$ cat config.mk
export PLATFORM = sky130hd
export DESIGN_NAME = line_follow_steering_top
export DESIGN_NICKNAME = d
export VERILOG_FILES = /design/src/hw/rtl/lfs_pkg.sv /design/src/hw/rtl/line_follow_steering_top.sv
export SDC_FILE = /design/constraint.sdc
export NUM_CORES = 1
export LEC_CHECK = 0
export ABC_AREA = 1
export BUFFER_PORTS_ARGS = -buffer_cell sky130_fd_sc_hd__buf_2
export CAP_MARGIN = 10
export CORE_UTILIZATION = 45
export DETAILED_ROUTE_END_ITERATION = 7
export MAX_ROUTING_LAYER = met4
export PLACE_DENSITY_LB_ADDON = 0.2
export SETUP_SLACK_MARGIN = 0.05
export SYNTH_ARGS = -nofsm -noshare
export SYNTH_HDL_FRONTEND = slang
export SYNTH_SLANG_ARGS = --single-unit
export TNS_END_PERCENT = 50
$ cat constraint.sdc
create_clock -name clk -period 5.8 [get_ports clk]
set_input_delay 0.87 -clock clk [delete_from_list [all_inputs] [get_ports clk]]
set_output_delay 0.87 -clock clk [all_outputs]
set_load 0.01 [all_outputs]
$ cat src/hw/rtl/lfs_pkg.sv
// Package for the line follower steering block.
// Holds the row geometry, field widths, register indexes and reset values.
// No dependencies.
package lfs_pkg;

    localparam int ROW_PIXELS = 320;
    localparam int HALF_ROW   = ROW_PIXELS / 2;
    localparam int POS_W      = $clog2(ROW_PIXELS + 1);

    localparam int BRIGHT_W   = 8;
    localparam int TAPE_W     = 10;
    localparam int GAIN_W     = 16;
    localparam int SPEED_W    = 8;
    localparam int SUM_W      = 20;
    localparam int OUT_W      = 9;

    localparam int PROD_W     = SUM_W + GAIN_W + 1;
    localparam int STEER_W    = PROD_W - GAIN_W;
    localparam int WHEEL_W    = STEER_W + 1;
    localparam int CMP_W      = (POS_W + 1 > TAPE_W) ? POS_W + 1 : TAPE_W;

    localparam int ADDR_W     = 5;
    localparam int DATA_W     = 32;
    localparam int IDX_W      = 3;

    typedef enum logic [IDX_W-1:0] {
        REG_WHITE_THRESHOLD = 3'd0,
        REG_TAPE_WIDTH      = 3'd1,
        REG_STEER_GAIN      = 3'd2,
        REG_BASE_SPEED      = 3'd3,
        REG_SPEED_LIMIT     = 3'd4
    } reg_idx_t;

    localparam logic [BRIGHT_W-1:0] WHITE_THRESHOLD_RST = 8'd100;
    localparam logic [TAPE_W-1:0]   TAPE_WIDTH_RST      = 10'd60;
    localparam logic [GAIN_W-1:0]   STEER_GAIN_RST      = 16'd164;
    localparam logic [SPEED_W-1:0]  BASE_SPEED_RST      = 8'd40;
    localparam logic [SPEED_W-1:0]  SPEED_LIMIT_RST     = 8'd150;

endpackage

$ cat src/hw/rtl/line_follow_steering_top.sv
// Top level of the line follower steering block.
// Depends on lfs_pkg for widths, row geometry and register indexes.
//
// Usage: pixels of one camera row enter on the s_ channel, one item per
// pixel, brightness in s_tdata and s_tlast on the last pixel of the row.
// Each row gives one item on the m_ channel: left and right wheel speeds
// in m_tdata and the reversing flag in m_tuser. Registers are written over
// the APB-style port; the user must write them only while the block is idle,
// as the block itself does not enforce it. Throughput is one pixel per cycle
// while the input is not stalled. The edge that takes the last pixel of a row
// closes the row sums into stage 1, stage 2 then registers the gain product,
// the output register takes the clamped speeds and m_tvalid rises with it.
// Reset clears the row sums and the pipeline and loads the default
// register values. When the receiver stalls, results wait in the output
// register and the two stages behind it; the input stalls only when
// all three are full.
module line_follow_steering_top
(
    input  logic                            clk,
    input  logic                            rst_n,

    input  logic                            s_tvalid,
    output logic                            s_tready,
    input  logic [7:0]                      s_tdata,  // [7:0] pixel_brightness
    input  logic                            s_tlast,  // row_end

    output logic                            m_tvalid,
    input  logic                            m_tready,
    output logic [23:0]                     m_tdata,  // [8:0] left_speed, [17:9] right_speed
    output logic                            m_tuser,  // reversing

    input  logic                            psel,
    input  logic                            penable,
    input  logic                            pwrite,
    input  logic [lfs_pkg::ADDR_W-1:0]      paddr,
    input  logic [lfs_pkg::DATA_W-1:0]      pwdata,
    output logic [lfs_pkg::DATA_W-1:0]      prdata,
    output logic                            pready
);

    logic [lfs_pkg::BRIGHT_W-1:0] white_threshold_reg;
    logic [lfs_pkg::TAPE_W-1:0]   tape_width_reg;
    logic [lfs_pkg::GAIN_W-1:0]   steer_gain_reg;
    logic [lfs_pkg::SPEED_W-1:0]  base_speed_reg;
    logic [lfs_pkg::SPEED_W-1:0]  speed_limit_reg;

    logic                         cfg_write;
    lfs_pkg::reg_idx_t            cfg_idx;

    logic [lfs_pkg::POS_W-1:0]    pos_reg;
    logic [lfs_pkg::POS_W-1:0]    pos_next;
    logic [lfs_pkg::POS_W-1:0]    count_reg;
    logic [lfs_pkg::POS_W-1:0]    count_next;
    logic signed [lfs_pkg::SUM_W-1:0] sum_reg;
    logic signed [lfs_pkg::SUM_W-1:0] sum_next;
    logic signed [lfs_pkg::SUM_W-1:0] offset;
    logic                         pixel_white;
    logic                         in_row;
    logic                         in_accept;

    logic                         s1_valid_reg;
    logic signed [lfs_pkg::SUM_W-1:0] s1_sum_reg;
    logic                         s1_lost_reg;
    logic                         s1_lost_next;

    logic                         s2_valid_reg;
    logic signed [lfs_pkg::PROD_W-1:0] s2_prod_reg;
    logic                         s2_lost_reg;

    logic                         out_valid_reg;
    logic [lfs_pkg::OUT_W-1:0]    left_reg;
    logic [lfs_pkg::OUT_W-1:0]    right_reg;
    logic                         rev_reg;

    logic                         out_ready;
    logic                         s2_ready;
    logic                         s1_ready;

    logic signed [lfs_pkg::STEER_W-1:0] steer;
    logic signed [lfs_pkg::WHEEL_W-1:0] base_s;
    logic signed [lfs_pkg::WHEEL_W-1:0] lim_s;
    logic signed [lfs_pkg::WHEEL_W-1:0] left_raw;
    logic signed [lfs_pkg::WHEEL_W-1:0] right_raw;
    logic signed [lfs_pkg::WHEEL_W-1:0] left_clamp;
    logic signed [lfs_pkg::WHEEL_W-1:0] right_clamp;

    // Configuration port.
    assign pready    = 1'b1;
    assign cfg_write = psel && penable && pwrite;
    assign cfg_idx   = lfs_pkg::reg_idx_t'(paddr[lfs_pkg::ADDR_W-1:2]);

    always_ff @(posedge clk or negedge rst_n)
    begin
        if (!rst_n)
        begin
            white_threshold_reg <= lfs_pkg::WHITE_THRESHOLD_RST;
            tape_width_reg      <= lfs_pkg::TAPE_WIDTH_RST;
            steer_gain_reg      <= lfs_pkg::STEER_GAIN_RST;
            base_speed_reg      <= lfs_pkg::BASE_SPEED_RST;
            speed_limit_reg     <= lfs_pkg::SPEED_LIMIT_RST;
        end
        else if (cfg_write)
        begin
            case (cfg_idx)
                lfs_pkg::REG_WHITE_THRESHOLD:
                    white_threshold_reg <= pwdata[lfs_pkg::BRIGHT_W-1:0];
                lfs_pkg::REG_TAPE_WIDTH:
                    tape_width_reg <= pwdata[lfs_pkg::TAPE_W-1:0];
                lfs_pkg::REG_STEER_GAIN:
                    steer_gain_reg <= pwdata[lfs_pkg::GAIN_W-1:0];
                lfs_pkg::REG_BASE_SPEED:
                    base_speed_reg <= pwdata[lfs_pkg::SPEED_W-1:0];
                lfs_pkg::REG_SPEED_LIMIT:
                    speed_limit_reg <= pwdata[lfs_pkg::SPEED_W-1:0];
                default:
                    ;
            endcase
        end
    end

    always_comb
    begin
        case (cfg_idx)
            lfs_pkg::REG_WHITE_THRESHOLD:
                prdata = lfs_pkg::DATA_W'(white_threshold_reg);
            lfs_pkg::REG_TAPE_WIDTH:
                prdata = lfs_pkg::DATA_W'(tape_width_reg);
            lfs_pkg::REG_STEER_GAIN:
                prdata = lfs_pkg::DATA_W'(steer_gain_reg);
            lfs_pkg::REG_BASE_SPEED:
                prdata = lfs_pkg::DATA_W'(base_speed_reg);
            lfs_pkg::REG_SPEED_LIMIT:
                prdata = lfs_pkg::DATA_W'(speed_limit_reg);
            default:
                prdata = '0;
        endcase
    end

    // Pipeline flow control.
    assign out_ready = !out_valid_reg || m_tready;
    assign s2_ready  = !s2_valid_reg || out_ready;
    assign s1_ready  = !s1_valid_reg || s2_ready;
    assign s_tready  = s1_ready;
    assign in_accept = s_tvalid && s_tready;

    // Row accumulation. Pixels past the end of a full row are ignored.
    assign in_row      = (pos_reg < lfs_pkg::POS_W'(lfs_pkg::ROW_PIXELS));
    assign pixel_white = in_row && (s_tdata > white_threshold_reg);
    assign offset      = signed'(lfs_pkg::SUM_W'(pos_reg))
                         - signed'(lfs_pkg::SUM_W'(lfs_pkg::HALF_ROW));

    always_comb
    begin
        pos_next   = in_row ? pos_reg + 1'b1 : pos_reg;
        count_next = pixel_white ? count_reg + 1'b1 : count_reg;
        sum_next   = pixel_white ? sum_reg + offset : sum_reg;
        s1_lost_next = (lfs_pkg::CMP_W'({count_next, 1'b0})
                        < lfs_pkg::CMP_W'(tape_width_reg));
    end

    always_ff @(posedge clk or negedge rst_n)
    begin
        if (!rst_n)
        begin
            pos_reg   <= '0;
            count_reg <= '0;
            sum_reg   <= '0;
        end
        else if (in_accept)
        begin
            if (s_tlast)
            begin
                pos_reg   <= '0;
                count_reg <= '0;
                sum_reg   <= '0;
            end
            else
            begin
                pos_reg   <= pos_next;
                count_reg <= count_next;
                sum_reg   <= sum_next;
            end
        end
    end

    // Stage 1: closed row sums and the tape-lost decision.
    always_ff @(posedge clk or negedge rst_n)
    begin
        if (!rst_n)
        begin
            s1_valid_reg <= 1'b0;
        end
        else if (s1_ready)
        begin
            s1_valid_reg <= in_accept && s_tlast;
        end
    end

    always_ff @(posedge clk)
    begin
        if (s1_ready)
        begin
            s1_sum_reg  <= sum_next;
            s1_lost_reg <= s1_lost_next;
        end
    end

    // Stage 2: gain multiplier.
    always_ff @(posedge clk or negedge rst_n)
    begin
        if (!rst_n)
        begin
            s2_valid_reg <= 1'b0;
        end
        else if (s2_ready)
        begin
            s2_valid_reg <= s1_valid_reg;
        end
    end

    always_ff @(posedge clk)
    begin
        if (s2_ready)
        begin
            s2_prod_reg <= lfs_pkg::PROD_W'(s1_sum_reg * signed'({1'b0, steer_gain_reg}));
            s2_lost_reg <= s1_lost_reg;
        end
    end

    // Stage 3: truncate toward zero, add to base speed (or reverse at base speed when the tape is lost) and clamp.
    always_comb
    begin
        steer = s2_prod_reg[lfs_pkg::PROD_W-1:lfs_pkg::GAIN_W];
        if (s2_prod_reg[lfs_pkg::PROD_W-1] && (s2_prod_reg[lfs_pkg::GAIN_W-1:0] != '0))
        begin
            steer = steer + 1'b1;
        end
        base_s = signed'(lfs_pkg::WHEEL_W'(base_speed_reg));
        lim_s  = signed'(lfs_pkg::WHEEL_W'(speed_limit_reg));
        if (s2_lost_reg)
        begin
            left_raw  = -base_s;
            right_raw = -base_s;
        end
        else
        begin
            left_raw  = base_s + lfs_pkg::WHEEL_W'(steer);
            right_raw = base_s - lfs_pkg::WHEEL_W'(steer);
        end
        if (left_raw > lim_s)
            left_clamp = lim_s;
        else if (left_raw < -lim_s)
            left_clamp = -lim_s;
        else
            left_clamp = left_raw;
        if (right_raw > lim_s)
            right_clamp = lim_s;
        else if (right_raw < -lim_s)
            right_clamp = -lim_s;
        else
            right_clamp = right_raw;
    end

    always_ff @(posedge clk or negedge rst_n)
    begin
        if (!rst_n)
        begin
            out_valid_reg <= 1'b0;
        end
        else if (out_ready)
        begin
            out_valid_reg <= s2_valid_reg;
        end
    end

    always_ff @(posedge clk)
    begin
        if (out_ready)
        begin
            left_reg  <= left_clamp[lfs_pkg::OUT_W-1:0];
            right_reg <= right_clamp[lfs_pkg::OUT_W-1:0];
            rev_reg   <= s2_lost_reg;
        end
    end

    assign m_tvalid = out_valid_reg;
    assign m_tdata  = {6'd0, right_reg, left_reg};
    assign m_tuser  = rev_reg;

endmodule

==> out/qor.json <==
{
  "placement": {
    "gp_routability_congestion": 0.942,
    "dpl_worst_slack_ps": -221,
    "placed_area_um2": 27700,
    "placement.io_buffers": 71,
    "hpwl_mm": 54.3
  },
  "global_route": {
    "global_route_wire_length_before_repair_mm": 109,
    "first_global_vias": 21900,
    "overflow": 0,
    "grt_max_degree": 73,
    "grt_use_total_pct": 24.9,
    "number_of_antenna_violations_at_the_first_check_in_global_routing": 0
  },
  "clock_network": {
    "htree_levels": 4,
    "clkLatencyLatePin_ps": 460,
    "numCtsBuffers": 17,
    "clock-root-buffer": "sky130_fd_sc_hd__clkbuf_16",
    "total_of_hold_buffers_inserted_after_clock_tree_synthesis": 0,
    "clk_pin_slew_worst_paths_ps": 70,
    "clk_buf_depth": 2,
    "cts.sinks": 169,
    "cts_tree": "yes"
  },
  "critical_path": {
    "path_cells": "buf_6, nand2_1, inv_1, fa_2, fa_2, buf_12, fa_1, inv_1, fa_1, inv_1, fa_1, inv_1, fa_1, inv_2, ha_4, a21o_1, a21oi_2, nor2_2, a2111oi_4, o21ai_2, xor2_1",
    "regToRegEndpoint": "s2_prod_reg[36]",
    "cp_data_required_time_ps": 6000,
    "cp_slowest_stage_delay_ps": 650,
    "setup.worst_path.start_class": "flop",
    "worstRegToRegCells": 21,
    "critPathCaptureType": "flop",
    "critPathKind": "flop to flop",
    "worst_path_dominant_cell_family": "adder cells",
    "cp.arrival_ps": 6020,
    "regToRegStartpoint": "steer_gain_reg[7]",
    "ff2ff_setup_slack_ps": -20,
    "worst-path-buf-inv": 7,
    "cpMaxStageDelayCell": "sky130_fd_sc_hd__dfstp_2",
    "critical_path.max_fanout": 10
  },
  "floorplan": {
    "die_height_um": 238,
    "ios": 113,
    "row_count": 86,
    "floorplan.core_area_um2": 55100,
    "die-width_um": 238,
    "fp.dieArea_um2": 56600,
    "start_util_pct": 45.5
  },
  "synthesis": {
    "yosys.area.top_type_share_pct": 25.9,
    "synth_sequential_area_ratio_pct": 18.5,
    "async_flop_share_pct": 53.8,
    "synthTopCellsByArea": "sky130_fd_sc_hd__fa_1, sky130_fd_sc_hd__inv_1, sky130_fd_sc_hd__nand2_1",
    "syn_avg_cell_area_um2": 7.82,
    "netlist-cell-type-count": 60,
    "number_of_enable_type_register_cells_in_the_synthesized_netlist": 78,
    "synth_warnings": 0,
    "syn_inst": 3206,
    "synth_cell_area_um2": 25100,
    "postSynth.topFlopCell": "sky130_fd_sc_hd__edfxtp_1",
    "synth.ff_latch_count": 169,
    "post-synth-top-area-cell": "sky130_fd_sc_hd__fa_1"
  },
  "final_layout": {
    "finish.instance_area_um2": 29600,
    "layout-area-overhead-vs-synth_pct": 18.0,
    "layout-drive-gt1-share_pct": 18.3,
    "fill_cells": 5198,
    "fin_nets": 4027,
    "largest_register_ff_count": 37,
    "insertedDiodeCount": 0
  },
  "run_status": {
    "run_status": "finished, violations left",
    "violated_checks": "setup timing"
  },
  "timing": {
    "timing_hold_violations_final": 0,
    "period_share_pct": 100,
    "setup_viol": 3,
    "timing.final.crit_period_ps": 5820,
    "final-max-slew-violation-count": 0,
    "grt_setup_unrepaired": "yes",
    "worst_pin_slew_ps": 1060,
    "timing.hold.ws_ps": 289,
    "fin_worst_skew_ps": 15.6,
    "relSlewSlack_pct": 28.9,
    "final.setup.worst_slack_ps": -19.4,
    "fmax_mhz": 172
  },
  "detailed_routing": {
    "route.detailed.wl_per_inst_um": 15.6,
    "detail_route.vias_per_cell": 4.96,
    "drtIter0Drc": 1168,
    "vias": 20800,
    "detail-route-antenna-nets": 0,
    "final_wirelength_mm": 65.5,
    "drc_errors": 0,
    "detail_route.first_pass.iterations": 7
  },
  "run": {
    "drv.max_cap_violation_count": 0
  },
  "min_path": {
    "timing.hold.worst.class": "input pin to asynchronous set/reset pin"
  }
}
final cells by class:
cell class	count	area (um^2)	area share, %
Clock inverter	12	138	0.465
Inverter	784	2940	9.95
Sequential cell	169	4640	15.7
Multi-Input combinational cell	2148	17800	60.2
Timing Repair Buffer	317	2690	9.09
Tap cell	748	936	3.16
Clock buffer	20	437	1.48
per-layer routing:
metal / vias to the layer above / GRT usage [%] / wire length, um
met5: - / - / 0
met4: 0 / 7.34 / 1700
met1: 10100 / 31.8 / 29900
li1: 10200 / - / -
met3: 92 / 2.94 / 2590
met2: 449 / 41.8 / 31300
Yosys cell counts (50+ instances only):
cell type	number
sky130_fd_sc_hd__a21oi_1	140
sky130_fd_sc_hd__clkbuf_1	90
sky130_fd_sc_hd__dfrtp_1	75
sky130_fd_sc_hd__edfxtp_1	78
sky130_fd_sc_hd__fa_1	324
sky130_fd_sc_hd__ha_1	213
sky130_fd_sc_hd__inv_1	767
sky130_fd_sc_hd__nand2_1	745
sky130_fd_sc_hd__nand3_1	105
sky130_fd_sc_hd__nor2_1	128
sky130_fd_sc_hd__o21ai_0	121
sky130_fd_sc_hd__xor2_1	50
repair_timing:
item	CTS	global route
resized for setup	107	118
setup endpoints to repair	13	34
pin swaps	89	115
buffers inserted	25	27
cloned	1	1
logic make-up (layout without fill, tap and decap cells):
logic type | count (synthesis) | in the layout | synth area share, %
other cells | 2 | 23 | 0.0300
xor+xnor | 78 | 78 | 2.73
fa+ha+maj | 537 | 537 | 36.5
simple gates | 1123 | 1123 | 19.3
flops | 169 | 169 | 18.5
compound gates | 387 | 387 | 8.85
buf+inv | 910 | 1133 | 14.1
cells in the final DEF, fill, tap and decap left out, drive strengths merged, types with 21 or more instances in the layout:
cell and n:
edfxtp 78, ha 213, a21oi 144, inv 788
nor3 30, nand2 773, clkbuf 21, nand3 113
dfrtp 75, nor2 148, fa 324, xor2 50
conb 23, o21ai 149, xnor2 28, buf 316
stage by stage:
stage	std cells	util, %	TNS [ps]
finish	4198	53.7	-32.4
global route	4198	53.7	-1600
CTS	4174	52.6	-54.4
detailed placement	4117	50.3	-1580
global placement	4117	50.3	-1430
floorplan	3227	-	0
worst max path at each step:
stage / start / to / slack [ps] / depth (start not counted)
after global placement: steer_gain_reg[4] / s2_prod_reg[32] / -200 / 23
after global routing: steer_gain_reg[2] / s2_prod_reg[35] / -240 / 23
after detailed placement: steer_gain_reg[7] / s2_prod_reg[36] / -220 / 19
after CTS: steer_gain_reg[5] / s2_prod_reg[35] / -30 / 25
after floorplan: steer_gain_reg[5] / s2_prod_reg[36] / 20 / 18
final: steer_gain_reg[7] / s2_prod_reg[36] / -20 / 21
Power is not shown: default switching activity piles up to over one toggle a cycle in this logic, so the estimate is an artifact.
